[src/rtl/core/dmm_pkg.sv]
package dmm_pkg;

	// result status codes
	typedef enum logic [2:0] {
		ST_OK        = 3'd0,
		ST_EMPTY     = 3'd1,
		ST_SIGN_ONLY = 3'd2,
		ST_TOO_BIG   = 3'd3,
		ST_BAD       = 3'd4
	} status_t;

	// parser phase, one-hot
	typedef enum logic [3:0] {
		PH_LEAD = 4'b0001,
		PH_SIGN = 4'b0010,
		PH_INT  = 4'b0100,
		PH_FRAC = 4'b1000
	} phase_t;

	// character codes
	localparam logic [7:0] CH_SPACE = 8'h20;
	localparam logic [7:0] CH_TAB   = 8'h09;
	localparam logic [7:0] CH_CR    = 8'h0D;
	localparam logic [7:0] CH_PLUS  = 8'h2B;
	localparam logic [7:0] CH_MINUS = 8'h2D;
	localparam logic [7:0] CH_DOT   = 8'h2E;
	localparam logic [7:0] CH_COMMA = 8'h2C;
	localparam logic [7:0] CH_ZERO  = 8'h30;
	localparam logic [7:0] CH_NINE  = 8'h39;

	// arithmetic constants
	localparam logic [26:0] WHOLE_LIMIT = 27'd10000000;
	localparam logic [36:0] MM_PER_M    = 37'd1000;
	localparam logic [3:0]  ROUND_DIGIT = 4'd5;
	localparam logic [2:0]  FRAC_KEEP   = 3'd3;
	localparam logic [2:0]  FRAC_SAT    = 3'd4;

	// input beat
	typedef struct packed {
		logic [7:0] character;
		logic       has_character;
		logic       is_last;
	} char_beat_t;

	// result beat
	typedef struct packed {
		logic signed [37:0] millimetres;
		status_t            status;
	} result_beat_t;

	// running parser state
	typedef struct packed {
		phase_t      phase;
		logic        is_negative;
		logic [26:0] whole_part;
		logic [9:0]  fraction_part;
		logic [2:0]  fraction_digits_taken;
		logic        round_up;
		logic        pending_blank;
		status_t     error_code;
	} parse_t;

	localparam parse_t PARSE_INIT = '{
		phase: PH_LEAD,
		is_negative: 1'b0,
		whole_part: 27'd0,
		fraction_part: 10'd0,
		fraction_digits_taken: 3'd0,
		round_up: 1'b0,
		pending_blank: 1'b0,
		error_code: ST_OK
	};

endpackage

[src/rtl/core/decimal_metres_to_millimetres.sv]
// decimal metres text to signed millimetres
//
// char channel (char_valid / char_ready / char_beat): one byte of text per
// beat, in order. has_character = 0 gives a beat with no byte; is_last ends
// the text. Every beat updates the running parse state as it is accepted.
// result channel (result_valid / result_ready / result_beat): one result beat
// per text, produced by the beat with is_last set.
// Throughput: one char beat per cycle while char_ready is high, including
// back-to-back texts. Each byte costs one multiply-by-ten accumulate in the
// parse state. Result path: the edge that accepts the last char beat
// captures the final state and padded fraction in stage 1; once the output
// register is free, whole * 1000 + fraction with the sign is loaded into
// it.
// Stall: while result_ready is low the result beat holds; one further final
// state waits in stage 1, after which char_ready drops until the output drains.
// Reset (arst_n low): the parse state returns to the leading-blank phase,
// both pipeline stages empty, char_ready stays high through and after reset.
module decimal_metres_to_millimetres
	import dmm_pkg::*;
(
	input  logic         clk,
	input  logic         arst_n,
	input  logic         char_valid,
	output logic         char_ready,
	input  char_beat_t   char_beat,
	output logic         result_valid,
	input  logic         result_ready,
	output result_beat_t result_beat
);

	parse_t      parse_q;
	parse_t      parse_nxt;

	logic        valid_s1;
	logic [26:0] whole_s1;
	logic [9:0]  frac_s1;
	logic        neg_s1;
	status_t     status_s1;

	logic        valid_s2;
	logic [37:0] mm_s2;
	status_t     status_s2;

	logic        ready_s2;
	logic        accept;

	logic [7:0]  c;
	logic [3:0]  d;
	logic        is_blank;
	logic        is_digit;
	logic        is_mark;
	logic        is_sign;
	logic [9:0]  frac_x10;
	logic [26:0] whole_x10;

	status_t     final_status;
	logic [9:0]  frac_pad;
	logic [36:0] mag_s2;

	// handshake
	assign ready_s2   = !valid_s2 || result_ready;
	assign char_ready = !valid_s1 || ready_s2;
	assign accept     = char_valid && char_ready;

	// character classes
	assign c        = char_beat.character;
	assign d        = c[3:0];
	assign is_blank = (c == CH_SPACE) || (c == CH_TAB) || (c == CH_CR);
	assign is_digit = (c >= CH_ZERO) && (c <= CH_NINE);
	assign is_mark  = (c == CH_DOT) || (c == CH_COMMA);
	assign is_sign  = (c == CH_PLUS) || (c == CH_MINUS);

	// times ten as shifts, values stay in range where used
	assign frac_x10  = 10'({parse_q.fraction_part, 3'b000}) + 10'({parse_q.fraction_part, 1'b0});
	assign whole_x10 = 27'({parse_q.whole_part, 3'b000}) + 27'({parse_q.whole_part, 1'b0});

	// next parse state for this beat
	always_comb begin
		parse_nxt = parse_q;
		if (char_beat.has_character && (parse_q.error_code == ST_OK)) begin
			priority if (is_blank) begin
				// leading space or tab is skipped, anything else starts a blank run
				if (!((parse_q.phase == PH_LEAD) && (c != CH_CR) && !parse_q.pending_blank)) begin
					parse_nxt.pending_blank = 1'b1;
				end
			end else if (parse_q.pending_blank) begin
				parse_nxt.error_code = ST_BAD;
			end else if ((parse_q.phase == PH_LEAD) && is_sign) begin
				parse_nxt.is_negative = (c == CH_MINUS);
				parse_nxt.phase       = PH_SIGN;
			end else if (parse_q.phase == PH_FRAC) begin
				if (!is_digit) begin
					parse_nxt.error_code = ST_BAD;
				end else begin
					// keep three digits, the fourth decides rounding
					if (parse_q.fraction_digits_taken < FRAC_KEEP) begin
						parse_nxt.fraction_part = frac_x10 + 10'(d);
					end else if (parse_q.fraction_digits_taken == FRAC_KEEP) begin
						parse_nxt.round_up = (d >= ROUND_DIGIT);
					end
					if (parse_q.fraction_digits_taken < FRAC_SAT) begin
						parse_nxt.fraction_digits_taken = parse_q.fraction_digits_taken + 3'd1;
					end
				end
			end else if (is_digit) begin
				if (parse_q.whole_part > WHOLE_LIMIT) begin
					parse_nxt.error_code = ST_TOO_BIG;
				end else begin
					parse_nxt.whole_part = whole_x10 + 27'(d);
					parse_nxt.phase      = PH_INT;
				end
			end else if (is_mark) begin
				parse_nxt.phase = PH_FRAC;
			end else begin
				parse_nxt.error_code = ST_BAD;
			end
		end
	end

	// status of the text as it ends
	always_comb begin
		priority if (parse_nxt.error_code != ST_OK) begin
			final_status = parse_nxt.error_code;
		end else if (parse_nxt.phase == PH_LEAD) begin
			final_status = ST_EMPTY;
		end else if (parse_nxt.phase == PH_SIGN) begin
			final_status = ST_SIGN_ONLY;
		end else begin
			final_status = ST_OK;
		end
	end

	// pad fraction to thousandths and add the rounding bit
	always_comb begin
		unique case (parse_nxt.fraction_digits_taken)
			3'd0: frac_pad = 10'd0;
			3'd1: frac_pad = 10'(14'(parse_nxt.fraction_part) * 14'd100);
			3'd2: frac_pad = 10'(14'(parse_nxt.fraction_part) * 14'd10);
			default: frac_pad = parse_nxt.fraction_part;
		endcase
		frac_pad = frac_pad + 10'(parse_nxt.round_up);
	end

	// parse state, cleared after the last beat
	always_ff @(posedge clk or negedge arst_n) begin
		if (!arst_n) begin
			parse_q <= PARSE_INIT;
		end else if (accept) begin
			parse_q <= char_beat.is_last ? PARSE_INIT : parse_nxt;
		end
	end

	// stage 1 valid
	always_ff @(posedge clk or negedge arst_n) begin
		if (!arst_n) begin
			valid_s1 <= 1'b0;
		end else begin
			valid_s1 <= (accept && char_beat.is_last) || (valid_s1 && !ready_s2);
		end
	end

	// stage 1 payload: final state of the text
	always_ff @(posedge clk) begin
		if (accept && char_beat.is_last) begin
			whole_s1  <= parse_nxt.whole_part;
			frac_s1   <= frac_pad;
			neg_s1    <= parse_nxt.is_negative;
			status_s1 <= final_status;
		end
	end

	// stage 2 value: whole * 1000 + fraction
	assign mag_s2 = 37'(whole_s1) * MM_PER_M + 37'(frac_s1);

	// output register valid
	always_ff @(posedge clk or negedge arst_n) begin
		if (!arst_n) begin
			valid_s2 <= 1'b0;
		end else if (ready_s2) begin
			valid_s2 <= valid_s1;
		end
	end

	// output register payload, zero unless ok
	always_ff @(posedge clk) begin
		if (ready_s2 && valid_s1) begin
			status_s2 <= status_s1;
			if (status_s1 != ST_OK) begin
				mm_s2 <= 38'd0;
			end else if (neg_s1) begin
				mm_s2 <= 38'd0 - 38'(mag_s2);
			end else begin
				mm_s2 <= 38'(mag_s2);
			end
		end
	end

	assign result_valid            = valid_s2;
	assign result_beat.millimetres = $signed(mm_s2);
	assign result_beat.status      = status_s2;

endmodule

[config.mk]
export PLATFORM = sky130hd
export DESIGN_NAME = decimal_metres_to_millimetres
export DESIGN_NICKNAME = d
export VERILOG_FILES = /design/src/rtl/core/dmm_pkg.sv /design/src/rtl/core/decimal_metres_to_millimetres.sv
export SDC_FILE = /design/constraint.sdc
export NUM_CORES = 1
export LEC_CHECK = 0
export BUFFER_PORTS_ARGS = -buffer_cell sky130_fd_sc_hd__buf_2
export CAP_MARGIN = 10
export CORE_ASPECT_RATIO = 1.25
export CORE_UTILIZATION = 30
export CTS_BUF_LIST = sky130_fd_sc_hd__clkbuf_16
export CTS_CLUSTER_DIAMETER = 30
export CTS_CLUSTER_SIZE = 16
export DETAILED_ROUTE_END_ITERATION = 8
export PLACE_DENSITY = 0.43
export SLEW_MARGIN = 20
export SYNTH_ARGS = -nofsm -noshare
export SYNTH_HDL_FRONTEND = slang
export SYNTH_SLANG_ARGS = --single-unit
[constraint.sdc]
create_clock -name clk -period 8.7 [get_ports clk]
set_input_delay 1.74 -clock clk [delete_from_list [all_inputs] [get_ports clk]]
set_output_delay 1.74 -clock clk [all_outputs]
set_load 0.005 [all_outputs]
### Yosys cells after proc, flatten, opt, wreduce, memory -nomap -nowiden

Cells that the tools add are included.

| operators by class | value |
|---|---|
| bitwise operators | 1 |
| eq/ne operators | 16 |
| multiplexer cells | 35 |
| $lt $le $gt $ge | 6 |
| $add $sub $neg | 8 |
| multiply operators | 3 |
| reductions and logical operators | 28 |

Operator list:

| cell | count |
|---|---|
| $mux W50 | 2 |
| $mux W46 | 2 |
| $mux W27 | 3 |
| $mux W41 | 1 |
| $eq A8 B6 Y1 const B | 5 |
| $sub A1 B37 Y38 const A | 1 |
| $add A37 B10 Y37 | 1 |
| $mux W37 | 1 |
| $mul A27 B7 Y34 const B | 1 |
| $mux W3 | 10 |
| $pmux W10 S3 | 1 |
| $mux W14 | 2 |
| $add A27 B27 Y27 | 1 |
| $add A27 B4 Y27 | 1 |
| $gt A27 B24 Y1 const B | 1 |
| $mux W4 | 5 |
| $eq A8 B4 Y1 const B | 2 |
| $add A10 B1 Y10 | 1 |
| $add A10 B10 Y10 | 1 |
| $add A10 B4 Y10 | 1 |
| $mul A10 B3 Y9 const B | 1 |
| $mul A10 B5 Y8 const B | 1 |
| $mux W10 | 1 |
| $logic_and A1 B1 Y1 | 9 |
| 23 further kinds | 42 |

| word-level totals | value |
|---|---|
| output and inout bits | 43 |
| input bits | 14 |
| word-level logic and storage cells | 114 |
| register bits after elaboration | 134 |

### Longest topological paths before layout

Gate-level depths: netlist of run 1.

| logic depth | value |
|---|---|
| depth after elaboration | 13 |
| mapped depth | 24 |
| mapped depth without buffers | 23 |

### Worst setup path before layout of run 1

No wires, ideal clock.

| timing path | value |
|---|---|
| kind | register to register |
| start point | register whole_s1[1] |
| end point | register mm_s2[37], data pin |
| setup time | 0.261 ns |
| cell stages (with the launch flop) | 22 |
| buffers on the path | 0 |
| path slack | 1.935 ns |
| arrival | 6.505 ns |
| data required time | 8.439 ns |
| period minus slack after synthesis | 6.765 ns |
| cell sequence | edfxtp_1 -> fa_1 -> fa_1 -> inv_1 -> fa_1 -> fa_1 -> inv_1 -> ha_1 -> xnor2_1 -> ha_1 -> or3_1 -> o21ai_0 -> xor2_1 -> or2_2 -> or4_1 -> nor4b_2 -> o21ai_1 -> nand4bb_1 -> or3b_1 -> clkinv_1 -> nand2_1 -> o311a_1 |

| on the way | value |
|---|---|
| cells in the longest elaborated chain, start to end | 3 |

Ends and longest elaborated chain:

| what | line | text |
|---|---|---|
| from (decl) | decimal_metres_to_millimetres.sv:35 | `logic [26:0] whole_s1;` |
| from (signal assigned) | decimal_metres_to_millimetres.sv:165 | `whole_s1 <= parse_nxt.whole_part;` |
| $mul A27 B7 Y34 | decimal_metres_to_millimetres.sv:173 | `assign mag_s2 = 37'(whole_s1) * MM_PER_M + 37'(frac_s1);` |
| $add A37 B10 Y37 | decimal_metres_to_millimetres.sv:173 |  |
| $sub A1 B37 Y38 | decimal_metres_to_millimetres.sv:191 | `mm_s2 <= 38'd0 - 38'(mag_s2);` |
| to (signal assigned) | decimal_metres_to_millimetres.sv:191 |  |
| to (signal assigned) | decimal_metres_to_millimetres.sv:193 | `mm_s2 <= 38'(mag_s2);` |
| to (decl) | decimal_metres_to_millimetres.sv:41 | `logic [37:0] mm_s2;` |

No other way between the ends.
A chain may end at the register's enable or synchronous reset.

### Final worst setup path of run 1

Ends and elaborated chain as after synthesis.

==> results of run 1 <==
## cell type report
cell class / count / area, sq um
fill: 4969 / 32000
multi-input combinational: 1187 / 10300
sequential: 134 / 3760
tap: 644 / 806
inverter: 189 / 709
clock buffer: 17 / 425
timing repair buffer: 66 / 363
clock inverter: 15 / 166
## report_power, final
| part | switching (W) | leakage, nW | internal [W] |
|---|---|---|---|
| clock | 0.000317 | 0.293 | 0.000429 |
| combinational | 0.00144 | 5.72 | 0.000917 |
| sequential | 0.0000166 | 1.51 | 0.000719 |
## logic make-up (layout without fill, tap and decap cells)
| family | Yosys count | after routing | synth area share [%] |
|---|---|---|---|
| AO/OA/AOI/OAI | 331 | 331 | 15.1 |
| XOR/XNOR | 134 | 134 | 8.09 |
| adder cells (fa/ha/maj) | 275 | 275 | 28.5 |
| buffers and inverters | 224 | 287 | 5.69 |
| flip-flops | 134 | 134 | 25.3 |
| multiplexers | 42 | 42 | 3.07 |
| AND/OR/NAND/NOR | 405 | 405 | 14.2 |
## metal layers
| layer | vias to the layer above | GRT usage [%] | routed length, microns |
|---|---|---|---|
| li1 | 5567 | - | - |
| met4 | 0 | 4.17 | 530 |
| met3 | 30 | 1.80 | 601 |
| met2 | 108 | 24.4 | 16800 |
| met1 | 5199 | 18.6 | 16700 |
| met5 | - | 0 | 0 |
## sequential cells by signal, summed over array words and instances (netlist names)
signal,flops
parse_q,50
mm_s2,38
whole_s1,27
frac_s1,10
status_s1,3
status_s2,3
neg_s1,1
result_valid,1
valid_s1,1
## metrics by stage
step	utilization, %	total power, W
6_report	34.0	0.00384
5_1_grt	34.0	0.00421
4_1_cts	33.9	0.00388
3_5_place_dp	32.7	0.00312
3_3_place_gp	32.7	0.00311
2_1_floorplan	-	0.00265
## worst paths after layout
check | to | cells after the start | start | slack, ns
worst max-delay path | mm_s2[37] | 21 | whole_s1[1] | 1.45
worst min-delay path | parse_q[17] | 2 | parse_q[17] | 0.49
worst max register to register | mm_s2[37] | 21 | whole_s1[1] | 1.45
worst min register to register | parse_q[17] | 2 | parse_q[17] | 0.49
max in group asynchronous | parse_q[36] | 2 | arst_n | 6.73
min in group asynchronous | parse_q[3] | 2 | arst_n | 1.44
## placed cells by master, fill, tap and decap left out, types with 8 or more instances in the layout
cell,n
a21oi_1,79
and4_1,10
buf_4,9
clkbuf_16,17
or3_1,14
and2_1,12
a211oi_1,8
xnor2_1,85
nand2_1,89
ha_1,169
fa_1,106
o211ai_1,9
nand3_1,18
o21bai_1,8
a21o_1,27
o21ai_1,9
mux2_2,28
o21a_1,13
nor4b_1,9
mux2i_1,14
inv_1,188
a31oi_1,16
nand4_1,12
a22o_1,33
edfxtp_1,82
nor3_1,48
o31ai_1,10
xor2_1,46
nor2_1,110
dfrtp_1,51
and3_1,14
nand2b_1,11
buf_2,56
o21ai_0,67
## critical path: stages (launching register included)
cell	delay [ns]
edfxtp_1	0.53
fa_1	0.55
fa_1	0.52
inv_1	0.05
fa_1	0.47
fa_1	0.51
inv_1	0.04
ha_1	0.37
xnor2_1	0.17
ha_1	0.19
or3_1	0.38
o21ai_0	0.43
xor2_1	0.18
or2_2	0.32
or4_1	0.55
nor4b_2	0.35
o21ai_1	0.18
nand4bb_1	0.26
or3b_1	0.49
clkinv_1	0.09
nand2_1	0.05
o311a_1	0.34
==> impl_metrics.toml, run 1 <==
[power]
p_leak_nw = 7.53
powerDensity_nw_per_um2 = 233
ir_worst_vdd_v = 0.0000972

[finish]
drive_gt1_share_pct = 9.89
area_growth_pct = 11.0
diodes = 0
layout.cells.non_filler = 2252
fin_nets = 1884
fin_area_sq_um = 16500

[sta]
slew_headroom_pct = 31.0
min_period_ns = 7.25
setup_slack_ns = 1.45
hold_viol_final = 0
fin_worst_skew_ns = 0.0120
tightest_slew_ns = 1.04
rsz0062_at_grt = "no"
setup_tns_ns = 0
drv_slew = 0
fin_crit_sh_pct = 83.3
finalSetupViolations = 0
fmax_mhz = 138
holdWs_ns = 0.491

[critical_path]
worstPathArrival_ns = 7.44
crit_required_ns = 8.89
cp-start-kind = "flip-flop"
cp-end-kind = "flip-flop"
path_max_fanout = 6
worstSetupPathType = "reg -> reg"

[place]
gp_congestion = 0.796
place_inst = 2219
portBuffers = 56
hpwl_mm = 28.2
placed_cell_area_sq_um = 15900
dp_slack_ns = 1.39

[outcome]
outcome = "finished clean"

[die]
die_area_sq_um = 50400
ios = 57
start_util_pct = 30.6
rows = 90
die_w_microns = 201
die_h_microns = 251
coreArea_sq_um = 48500

[routing]
drc = 0
antenna_left = 0
finalWirelength_mm = 34.7
vias_per_cell = 4.84
wl_per_cell_microns = 15.4
vias = 10904
first_pass_iters = 5
drt-initial-drc-count = 458

[yosys]
synth_top_area_share_pct = 16.6
synth_edf_count = 82
ys_ff_latch = 134
synth.area.top_cells = "edfxtp_1 (17%), fa_1 (14%), ha_1 (14%)"
synthArstFlopShare_pct = 38.8
netlist_area_sq_um = 14900
yosysTopAreaCell = "edfxtp_1"
synth_fp_nets = 1834
yosys.cell_types.count = 89
ys_top_cells_by_count = "inv_1 (188), ha_1 (169), nor2_1 (111)"
synth_most_common_cell = "inv_1"
seq_area_frac_synth_pct = 25.3
syn_avg_cell_area_sq_um = 9.62
syn-instance-count = 1545
synth_warnings = 0
synthFlopType = "edfxtp_1"

[flow_run]
max_cap_viol_count = 0

[clock_network]
cts_buffer_depth = 2
clkTransAtPathRegs_ns = 0.07
cts_buffers = 17
cts.sinks = 134
clkLatencyLatePin_ns = 0.45
hold_buffers = 0
htreeDepth = 4
postCtsSetupBuffers = 0
cts_resized = 0
cts_tree = "built"
root_buffer = "clkbuf_16"

[grt]
grt_max_degree = 53
grt_pass1_wl_mm = 57.7
track_usage_pct = 14.2
antenna_found_initial = 0
grt_overflow = 0
grt_pass1_vias = 11099

[min_path]
worstHoldPathType = "reg -> reg"
Power figures use the tool's default switching activity.
==> run 2: changes to the inputs <==
clock period = 6.71 ns   (was 8.7 ns; I/O delays follow)
==> impl_metrics.toml, run 2 (synthesis results as in run 1) <==
[outcome]
outcome = "finished clean"

[critical_path]
crit_required_ns = 6.91
path_max_fanout = 6
cp-start-kind = "flip-flop"
worstSetupPathType = "reg -> reg"
cp-end-kind = "flip-flop"
worstPathArrival_ns = 6.69

[routing]
first_pass_iters = 5
topRoutingLayerUsed = "met4"
wl_met3_microns = 611
vias = 11292
drc = 0
wl_per_cell_microns = 15.2
wl_met2_mm = 17.2
vias_per_cell = 4.83
finalWirelength_mm = 35.5
drt-met1-wl_mm = 16.9
drt-initial-drc-count = 408
antenna_left = 0

[clock_network]
clkLatencyLatePin_ns = 0.46
hold_buffers = 0
htreeDepth = 4
root_buffer = "clkbuf_16"
cts.sinks = 134
clkTransAtPathRegs_ns = 0.07
cts_buffer_depth = 2
cts_tree = "built"
cts_buffers = 17

[finish]
layout_common_cells = "inv_1 (176), ha_1 (164), nor2_1 (109)"
regMostFlops = "parse_q"
fin_nets = 1969
multi_input_area_sq_um = 10500
regArea_sq_um = 3760
final_common_cell = "inv_1"
layout.cells.non_filler = 2337
n_fill_cell = 4982
diodes = 0
drive_gt1_share_pct = 17.3
fin_area_sq_um = 17400
top_regs = "parse_q: 50 flops, mm_s2: 38 flops, whole_s1: 27 flops"
largest_reg_flops = 50
area_growth_pct = 17.0

[sta]
slew_headroom_pct = 29.9
finalSetupViolations = 0
min_period_ns = 6.50
tightest_slew_ns = 1.05
fmax_mhz = 154
setup_tns_ns = 0
fin_crit_sh_pct = 96.8
rsz0062_at_grt = "yes"
hold_viol_final = 0
drv_slew = 0
fin_worst_skew_ns = 0.0179

[grt]
grt_max_degree = 53
grt_pass1_vias = 11516
grt_pass1_wl_mm = 58.6
antenna_found_initial = 0
track_usage_pct = 14.5
grt_overflow = 0

[place]
placed_cell_area_sq_um = 16500
hpwl_mm = 28.9
portBuffers = 56
place_inst = 2296
gp_congestion = 0.807

[die]
coreArea_sq_um = 48500
die_h_microns = 251
die_w_microns = 201
die_area_sq_um = 50400
rows = 90
start_util_pct = 30.6
ios = 57

[flow_run]
max_cap_viol_count = 0

[power]
p_leak_nw = 7.95
powerDensity_nw_per_um2 = 330
ir_worst_vdd_v = 0.000181

[min_path]
worstHoldPathType = "reg -> reg"
## run 2: cell count changes in the layout (fill, tap and decap cells not counted), moves of 3 or more
cell and change:
buf_4 +85, inv_1 -12, inv_2 +11, a21oi_1 -6, a21oi_2 +5, ha_1 -5, o21ai_0 -5, o21ai_2 +5
ha_4 +3, nor3_1 -3, nor3_2 +3
## run 2: what timing repair did
item	4_1_cts	5_1_grt
buffers inserted	0	9
pin swaps	1	28
endpoints found under the setup margin	1	11
gates resized for setup	4	63
## run 2: stage by stage
stage / setup slack [ns] / hold WS (ns) / util (%) / power, W
2_1_floorplan: 0.0615 / 0.442 / - / 0.00344
3_3_place_gp: 0.0449 / 0.478 / 33.9 / 0.00456
3_5_place_dp: -0.00987 / 0.482 / 33.9 / 0.00457
4_1_cts: 0.0152 / 0.499 / 35.1 / 0.00553
5_1_grt: -0.0510 / 0.515 / 35.8 / 0.00625
6_report: 0.212 / 0.487 / 35.8 / 0.00574
## run 2: final cells by class
cell class,count,area share (%)
tap,644,4.64
clock buffer,17,2.45
multi-input combinational,1187,60.6
sequential,134,21.7
clock inverter,15,0.828
inverter,189,4.10
timing repair buffer,151,5.74
## run 2: final timing paths
kind,cells past startpoint,slack [ns],startpoint,endpoint
worst max-delay path,23,0.21,whole_s1[1],mm_s2[34]
worst min-delay path,2,0.49,parse_q[17],parse_q[17]
worst max register to register,23,0.21,whole_s1[1],mm_s2[34]
worst min register to register,2,0.49,parse_q[17],parse_q[17]
max in group asynchronous,2,5.14,arst_n,parse_q[34]
min in group asynchronous,2,1.04,arst_n,parse_q[45]
## run 2: worst max-delay path, cell delays in order, from the launching register on
cell	delay, ns
edfxtp_1	0.39
buf_6	0.14
inv_1	0.06
fa_1	0.57
fa_1	0.44
fa_1	0.51
inv_1	0.05
fa_1	0.54
ha_4	0.24
a2111oi_4	0.36
o21a_4	0.22
nor4b_1	0.07
o31ai_1	0.28
buf_4	0.18
o311ai_4	0.14
nor4_4	0.35
nand2_2	0.11
or4b_4	0.58
a211oi_4	0.28
o211ai_2	0.12
buf_4	0.16
o31ai_2	0.24
xnor2_1	0.15
nor2_1	0.05
## run 2: per-layer routing
layer | GRT usage, % | up-vias
met5 | 0 | -
met4 | 5.67 | 0
met3 | 1.70 | 38
met2 | 24.4 | 119
met1 | 18.9 | 5399
li1 | - | 5736
## run 2: report_power, final
group	switching [W]	internal, W	total (W)
Sequential	0.0000200	0.000933	0.000953
Combinational	0.00213	0.00174	0.00387
Clock	0.000402	0.000517	0.000919
Total	0.00255	0.00319	0.00574
